<file path="src/hdl/nir_pkg.sv">
package nir_pkg;

	localparam int unsigned CHAN_W  = 3;
	localparam int unsigned TIME_W  = 16;
	localparam int unsigned COUNT_W = 6;
	localparam int unsigned FRAME_W = 32;

	localparam logic [TIME_W-1:0] ZERO_MIN   = 16'd100;
	localparam logic [TIME_W-1:0] ZERO_MAX   = 16'd150;
	localparam logic [TIME_W-1:0] ONE_MIN    = 16'd200;
	localparam logic [TIME_W-1:0] ONE_MAX    = 16'd250;
	localparam logic [TIME_W-1:0] HEADER_MIN = 16'd1300;
	localparam logic [TIME_W-1:0] HEADER_MAX = 16'd1500;

	localparam logic [COUNT_W-1:0] LAST_BIT = 6'd31;

	typedef struct packed {
		logic               edge_seen;
		logic [TIME_W-1:0]  last_edge_time;
		logic               in_frame;
		logic [COUNT_W-1:0] bit_count;
		logic [FRAME_W-1:0] shift_bits;
	} chan_state_t;

	typedef struct packed {
		logic [CHAN_W-1:0]  source_channel;
		logic [FRAME_W-1:0] raw_frame;
		logic               frame_valid;
		logic [7:0]         command;
	} result_t;

endpackage

</file>
<file path="src/hdl/nir_step.sv">
module nir_step (
	input  nir_pkg::chan_state_t          cur,
	input  logic [nir_pkg::CHAN_W-1:0]    channel,
	input  logic [nir_pkg::TIME_W-1:0]    timestamp,
	input  logic [7:0]                    device_address,
	output nir_pkg::chan_state_t          nxt,
	output logic                          fire,
	output nir_pkg::result_t              result
);
	import nir_pkg::*;

	logic [TIME_W-1:0]  len;
	logic [FRAME_W-1:0] shifted;
	logic               is_zero;
	logic               is_one;
	logic               is_header;
	logic               ok;

	// An edge at or before the previous one is taken to have wrapped once.
	assign len = timestamp - cur.last_edge_time
		- ((timestamp > cur.last_edge_time) ? 16'd0 : 16'd1);

	assign is_zero   = (len > ZERO_MIN) && (len < ZERO_MAX);
	assign is_one    = (len > ONE_MIN) && (len < ONE_MAX);
	assign is_header = (len > HEADER_MIN) && (len < HEADER_MAX);
	assign shifted   = {cur.shift_bits[FRAME_W-2:0], is_one};

	assign ok = (shifted[31:24] == ~shifted[23:16]) && (shifted[31:24] == device_address)
		&& (shifted[15:8] == ~shifted[7:0]);

	always_comb begin
		nxt  = cur;
		fire = 1'b0;
		if (!cur.edge_seen) begin
			nxt.edge_seen      = 1'b1;
			nxt.last_edge_time = timestamp;
		end else begin
			nxt.last_edge_time = timestamp;
			if (!cur.in_frame) begin
				if (is_header) begin
					nxt.in_frame   = 1'b1;
					nxt.bit_count  = '0;
					nxt.shift_bits = '0;
				end
			end else if (is_zero || is_one) begin
				nxt.shift_bits = shifted;
				if (cur.bit_count == LAST_BIT) begin
					fire          = 1'b1;
					nxt.in_frame  = 1'b0;
					nxt.bit_count = '0;
				end else begin
					nxt.bit_count = cur.bit_count + 6'd1;
				end
			end else begin
				nxt.in_frame  = 1'b0;
				nxt.bit_count = '0;
			end
		end
	end

	assign result.source_channel = channel;
	assign result.raw_frame      = shifted;
	assign result.frame_valid    = ok;
	assign result.command        = ok ? shifted[15:8] : 8'd0;

endmodule

</file>
<file path="src/hdl/nir_out_reg.sv">
module nir_out_reg (
	input  logic             clk,
	input  logic             arst_n,
	input  logic             load,
	input  nir_pkg::result_t load_data,
	output logic             can_load,
	output logic             out_valid,
	input  logic             out_ready,
	output nir_pkg::result_t out_data
);
	import nir_pkg::*;

	logic    valid_q;
	result_t data_q;

	assign can_load  = !valid_q || out_ready;
	assign out_valid = valid_q;
	assign out_data  = data_q;

	always_ff @(posedge clk or negedge arst_n) begin
		if (!arst_n) begin
			valid_q <= 1'b0;
		end else if (can_load) begin
			valid_q <= load;
		end
	end

	always_ff @(posedge clk) begin
		if (load && can_load) begin
			data_q <= load_data;
		end
	end

endmodule

</file>
<file path="src/hdl/nec_ir_multichannel_decoder_core.sv">
// NEC infrared decoder for several receivers sharing one event stream.
// Each transfer on the input channel (in_valid/in_ready, channel, timestamp)
// reports one falling edge of one receiver, stamped by a 10 us counter.
// Edges on a channel number at or above CHANNELS are dropped silently.
// When a channel completes its 32 data bits, one result transfer appears on
// the output channel (out_valid/out_ready) with the channel, the raw frame,
// the check flag and the command byte.
// The input register takes one edge per cycle while in_ready is high; a result
// is loaded into the output register when its edge leaves the input register.
// The per-channel state is read, updated and written back in the same cycle,
// so consecutive edges of the same channel follow each other without a gap.
// If the receiver stalls, edges that complete no frame keep flowing; an edge
// that completes a frame waits in the input register until the output
// register frees, and the input is held off meanwhile.
// The device address is written through cfg_valid/cfg_ready/device_address;
// cfg_ready is always high and a write takes effect at the next edge.
// Reset clears all channel state, both registers' valid flags and the
// device address.
module nec_ir_multichannel_decoder_core #(
	parameter int unsigned CHANNELS = 5
) (
	input  logic                         clk,
	input  logic                         arst_n,
	input  logic                         in_valid,
	output logic                         in_ready,
	input  logic [nir_pkg::CHAN_W-1:0]   channel,
	input  logic [nir_pkg::TIME_W-1:0]   timestamp,
	input  logic                         cfg_valid,
	output logic                         cfg_ready,
	input  logic [7:0]                   device_address,
	output logic                         out_valid,
	input  logic                         out_ready,
	output logic [nir_pkg::CHAN_W-1:0]   source_channel,
	output logic [nir_pkg::FRAME_W-1:0]  raw_frame,
	output logic                         frame_valid,
	output logic [7:0]                   command
);
	import nir_pkg::*;

	localparam int unsigned IDX_W = (CHANNELS > 1) ? $clog2(CHANNELS) : 1;

	chan_state_t        state_q [CHANNELS];
	logic [7:0]         address_q;
	logic               valid_s1;
	logic [CHAN_W-1:0]  channel_s1;
	logic [TIME_W-1:0]  timestamp_s1;
	logic [4:0]         chan_ext;
	logic [IDX_W-1:0]   idx;
	logic               in_range;
	chan_state_t        cur;
	chan_state_t        nxt;
	logic               fire;
	result_t            result;
	result_t            out_data;
	logic               can_load;
	logic               advance;

	assign chan_ext = {2'b00, channel_s1};
	assign idx      = chan_ext[IDX_W-1:0];
	assign in_range = chan_ext < 5'(CHANNELS);
	assign cur      = state_q[idx];

	nir_step u_step (
		.cur            (cur),
		.channel        (channel_s1),
		.timestamp      (timestamp_s1),
		.device_address (address_q),
		.nxt            (nxt),
		.fire           (fire),
		.result         (result)
	);

	assign advance   = valid_s1 && (!(fire && in_range) || can_load);
	assign in_ready  = !valid_s1 || advance;
	assign cfg_ready = 1'b1;

	nir_out_reg u_out (
		.clk       (clk),
		.arst_n    (arst_n),
		.load      (advance && in_range && fire),
		.load_data (result),
		.can_load  (can_load),
		.out_valid (out_valid),
		.out_ready (out_ready),
		.out_data  (out_data)
	);

	assign source_channel = out_data.source_channel;
	assign raw_frame      = out_data.raw_frame;
	assign frame_valid    = out_data.frame_valid;
	assign command        = out_data.command;

	always_ff @(posedge clk or negedge arst_n) begin
		if (!arst_n) begin
			valid_s1 <= 1'b0;
		end else if (in_ready) begin
			valid_s1 <= in_valid;
		end
	end

	always_ff @(posedge clk) begin
		if (in_valid && in_ready) begin
			channel_s1   <= channel;
			timestamp_s1 <= timestamp;
		end
	end

	always_ff @(posedge clk or negedge arst_n) begin
		if (!arst_n) begin
			address_q <= 8'd0;
		end else if (cfg_valid && cfg_ready) begin
			address_q <= device_address;
		end
	end

	always_ff @(posedge clk or negedge arst_n) begin
		if (!arst_n) begin
			for (int i = 0; i < CHANNELS; i++) begin
				state_q[i] <= '0;
			end
		end else if (advance && in_range) begin
			state_q[idx] <= nxt;
		end
	end

endmodule

</file>
<file path="config.mk">
export PLATFORM = sky130hd
export DESIGN_NAME = nec_ir_multichannel_decoder_core
export DESIGN_NICKNAME = d
export VERILOG_FILES = /design/src/hdl/nir_pkg.sv /design/src/hdl/nir_step.sv /design/src/hdl/nir_out_reg.sv /design/src/hdl/nec_ir_multichannel_decoder_core.sv
export SDC_FILE = /design/constraint.sdc
export NUM_CORES = 1
export LEC_CHECK = 0
export BUFFER_PORTS_ARGS = -buffer_cell sky130_fd_sc_hd__buf_4
export CORE_MARGIN = 8
export CORE_UTILIZATION = 25
export CTS_CLUSTER_SIZE = 30
export DETAILED_ROUTE_END_ITERATION = 10
export REMOVE_ABC_BUFFERS = 1
export SYNTH_ARGS = -nofsm -noshare
export SYNTH_HDL_FRONTEND = slang
export SYNTH_HIERARCHICAL = 1
export SYNTH_SLANG_ARGS = --single-unit
</file>
<file path="constraint.sdc">
create_clock -name clk -period 7.65 [get_ports clk]
set_input_delay 1.1475 -clock clk [delete_from_list [all_inputs] [get_ports clk]]
set_output_delay 1.1475 -clock clk [all_outputs]
set_load 0.005 [all_outputs]
</file>
==> run_results.csv <==
group,metric,value,unit
run_status,status,"finished with violations",
run_status,violations,"setup timing",
grt,grt_max_degree,154,
routing,wl,47800,um
finish,drive_above_1_share,36.3,%
yosys,yosysWarningCount,6,
sta,setup_viol,1,
setup_path,critPathCaptureType,"primary output",
clock_network,clockRootBuffer,"clkbuf_16",
die,initial_utilization,25.3,%
place,dp_cells,2347,
power,switching_share,31.5,%
setup_path,reg2reg_from,"channel_s1[1]$_DFFE_PP_",
place,place_congestion,0.832,
power,ir_worst_vdd,0.000232,V
sta,setup_slack,-0.110,ns
sta,slew_violations,0,
finish,fin_nets,1536,
clock_network,cts_hold_buffers,0,
sta,fin_crit_sh,101,%
finish,stdcell_count,2425,
power,power,0.00542,W
yosys,synth.cell_area,17700,um2
sta,grt_setup_unrepaired,"yes",
min_path,holdPathEnd,"state_q[196]$_DFFE_PN0P_",
setup_path,reg2reg_to,"state_q[180]$_DFFE_PN0P_",
grt,antenna_found_initial,2,
clock_network,clk_pin_slew,0.06,ns
power,p_sw,0.00171,W
finish,postLayoutCellArea,20900,um2
routing,ant_nets,0,
place,place_area,19400,um2
routing,drtIter0Drc,784,
finish,n_antenna_cell,0,
setup_path,crit_path_frequent_cell,"buf_4",
setup_path,crit_required,6.50,ns
sta,holdWs,0.504,ns
sta,finalHoldViolations,0,
yosys,syn_inst,1400,
min_path,hold_class,"flip-flop to flip-flop",
setup_path,slowest_stage,"edfxtp_1",
setup_path,critPathLaunchType,"flip-flop",
clock_network,cts_buffer_depth,3,
yosys,synth_area_per_cell,12.7,um2
power,internal_power,0.00371,W
clock_network,cts_tree,"done",
grt,grt_pass1_vias,12300,
clock_network,clk_latency,0.56,ns
die,fp-row-count,97,
place,pre_cts_ws,0.0344,ns
routing,drc_errors,0,
place,place_hpwl,30800,um
power,power.density,259,nW/um2
sta,max_freq,0.129,GHz
clock_network,clock_sinks,348,
clock_network,cts-buffers-inserted,37,
power,clock_power_share,34.0,%
finish,syn_to_final_growth,18.0,%
finish,n_fill_cell,7103,
routing,wl_per_cell,19.7,um
setup_path,max_stage_delay,0.51,ns
setup_path,cp_top_family,"compound AO/OA/AOI/OAI gates",
routing,vias,11700,
power,cellLeakagePower,9.38,nW
die,design.core.area,70100,um2
power,pwr-share-seq,39.5,%
sta,fin_crit,7.76,ns
sta,slew_headroom,29.2,%
min_path,hp-start,"state_q[196]$_DFFE_PN0P_",
clock_network,h-tree-depth,2,
setup_path,r2r_slack,0.38,ns
die,io_pins,79,
power,p_comb_share,26.5,%
place,io_buffers,77,
min_path,whs_path_depth,1,
sta,tightestPinTransition,1.06,ns
setup_path,worstPathMaxFanout,7,
sta,finalClockSkew,0.0198,ns
routing,dr.pass1.iters,5,
setup_path,crit_buf_inv,8,
setup_path,cp.arrival,6.61,ns
routing,via_per_inst,4.81,
die,die_y,282,um
grt,grt_usage,11.8,%
die,die_w,282,um
grt,grt_pass1_wl,73900,um
die,die-area,79700,um2
setup_path,reg2reg_depth,34,
setup_path,worst-setup-path-type,"flip-flop to primary output",
grt,globalRouteOverflowTotal,0,
job,drv_cap,0,
power by group through the flow:
stage / registers, W / logic (W) / clock network, W
6_report: 0.00214 / 0.00144 / 0.00184
2_1_floorplan: 0.00214 / 0.000849 / 0
3_5_place_dp: 0.00217 / 0.00135 / 0
5_1_grt: 0.00216 / 0.00155 / 0.00197
3_3_place_gp: 0.00217 / 0.00132 / 0
4_1_cts: 0.00214 / 0.00139 / 0.00189
metal layers:
metal  track usage (%)  up-vias  share of wire (%)
met5                 0        -              0.019
met4              4.71        2                3.5
met3              1.81      109                5.0
met2              19.8      315                 48
met1              15.1     6011                 43
li1                  -     5216                  -
cell usage in the layout (no fill, tap or decap), types with 22 or more instances in the layout:
master / count
a221o_1: 43
buf_4: 129
clkbuf_16: 40
dfrtp_1: 285
edfxtp_1: 63
ha_1: 43
inv_1: 96
mux2_2: 244
mux2_4: 40
mux2i_1: 66
nand3_1: 22
nand4_1: 39
o21ai_1: 32
o2bb2ai_1: 41
state kept, by name, summed over array words and instances (netlist names):
name,flops
address_q,8
channel_s1,3
state_q,275
timestamp_s1,16
u_out/out_data,44
u_out/out_valid,1
valid_s1,1
how the worst max path moves through the flow:
| stage | cells after the start | start | endpoint | slack [ns] |
|---|---|---|---|---|
| final | 33 | channel_s1[1]$_DFFE_PP_ | in_ready | -0.11 |
| after detailed placement | 33 | channel_s1[0]$_DFFE_PP_ | state_q[180]$_DFFE_PN0P_ | 0.03 |
| after CTS | 30 | channel_s1[1]$_DFFE_PP_ | in_ready | -0.26 |
| after global placement | 29 | channel_s1[0]$_DFFE_PP_ | in_ready | 0.22 |
| after floorplan | 28 | channel_s1[1]$_DFFE_PP_ | state_q[168]$_DFFE_PN0P_ | -7.35 |
| after global routing | 32 | channel_s1[0]$_DFFE_PP_ | in_ready | -0.49 |
what timing repair did:
item	CTS	global route
setup buffers	5	6
endpoints found under the setup margin	10	210
pin swaps	12	7
resized for setup	21	16
per-stage QoR:
step	setup TNS (ns)	utilization (%)
after detailed placement	0	27.7
final	-0.110	29.8
after CTS	-0.262	29.6
after global placement	0	27.7
after floorplan	-1517.09	-
after global routing	-0.626	29.8
final cells by class:
type                            count  area [um2]  share of cell area, %
Clock buffer                       53        1130                   5.40
Clock inverter                     14         123                  0.586
Inverter                           97         364                   1.74
Multi-Input combinational cell    818        7700                   36.8
Sequential cell                   348        9020                   43.1
Tap cell                          940        1180                   5.62
Timing Repair Buffer              155        1410                   6.73
Power figures use the tool's default switching activity.
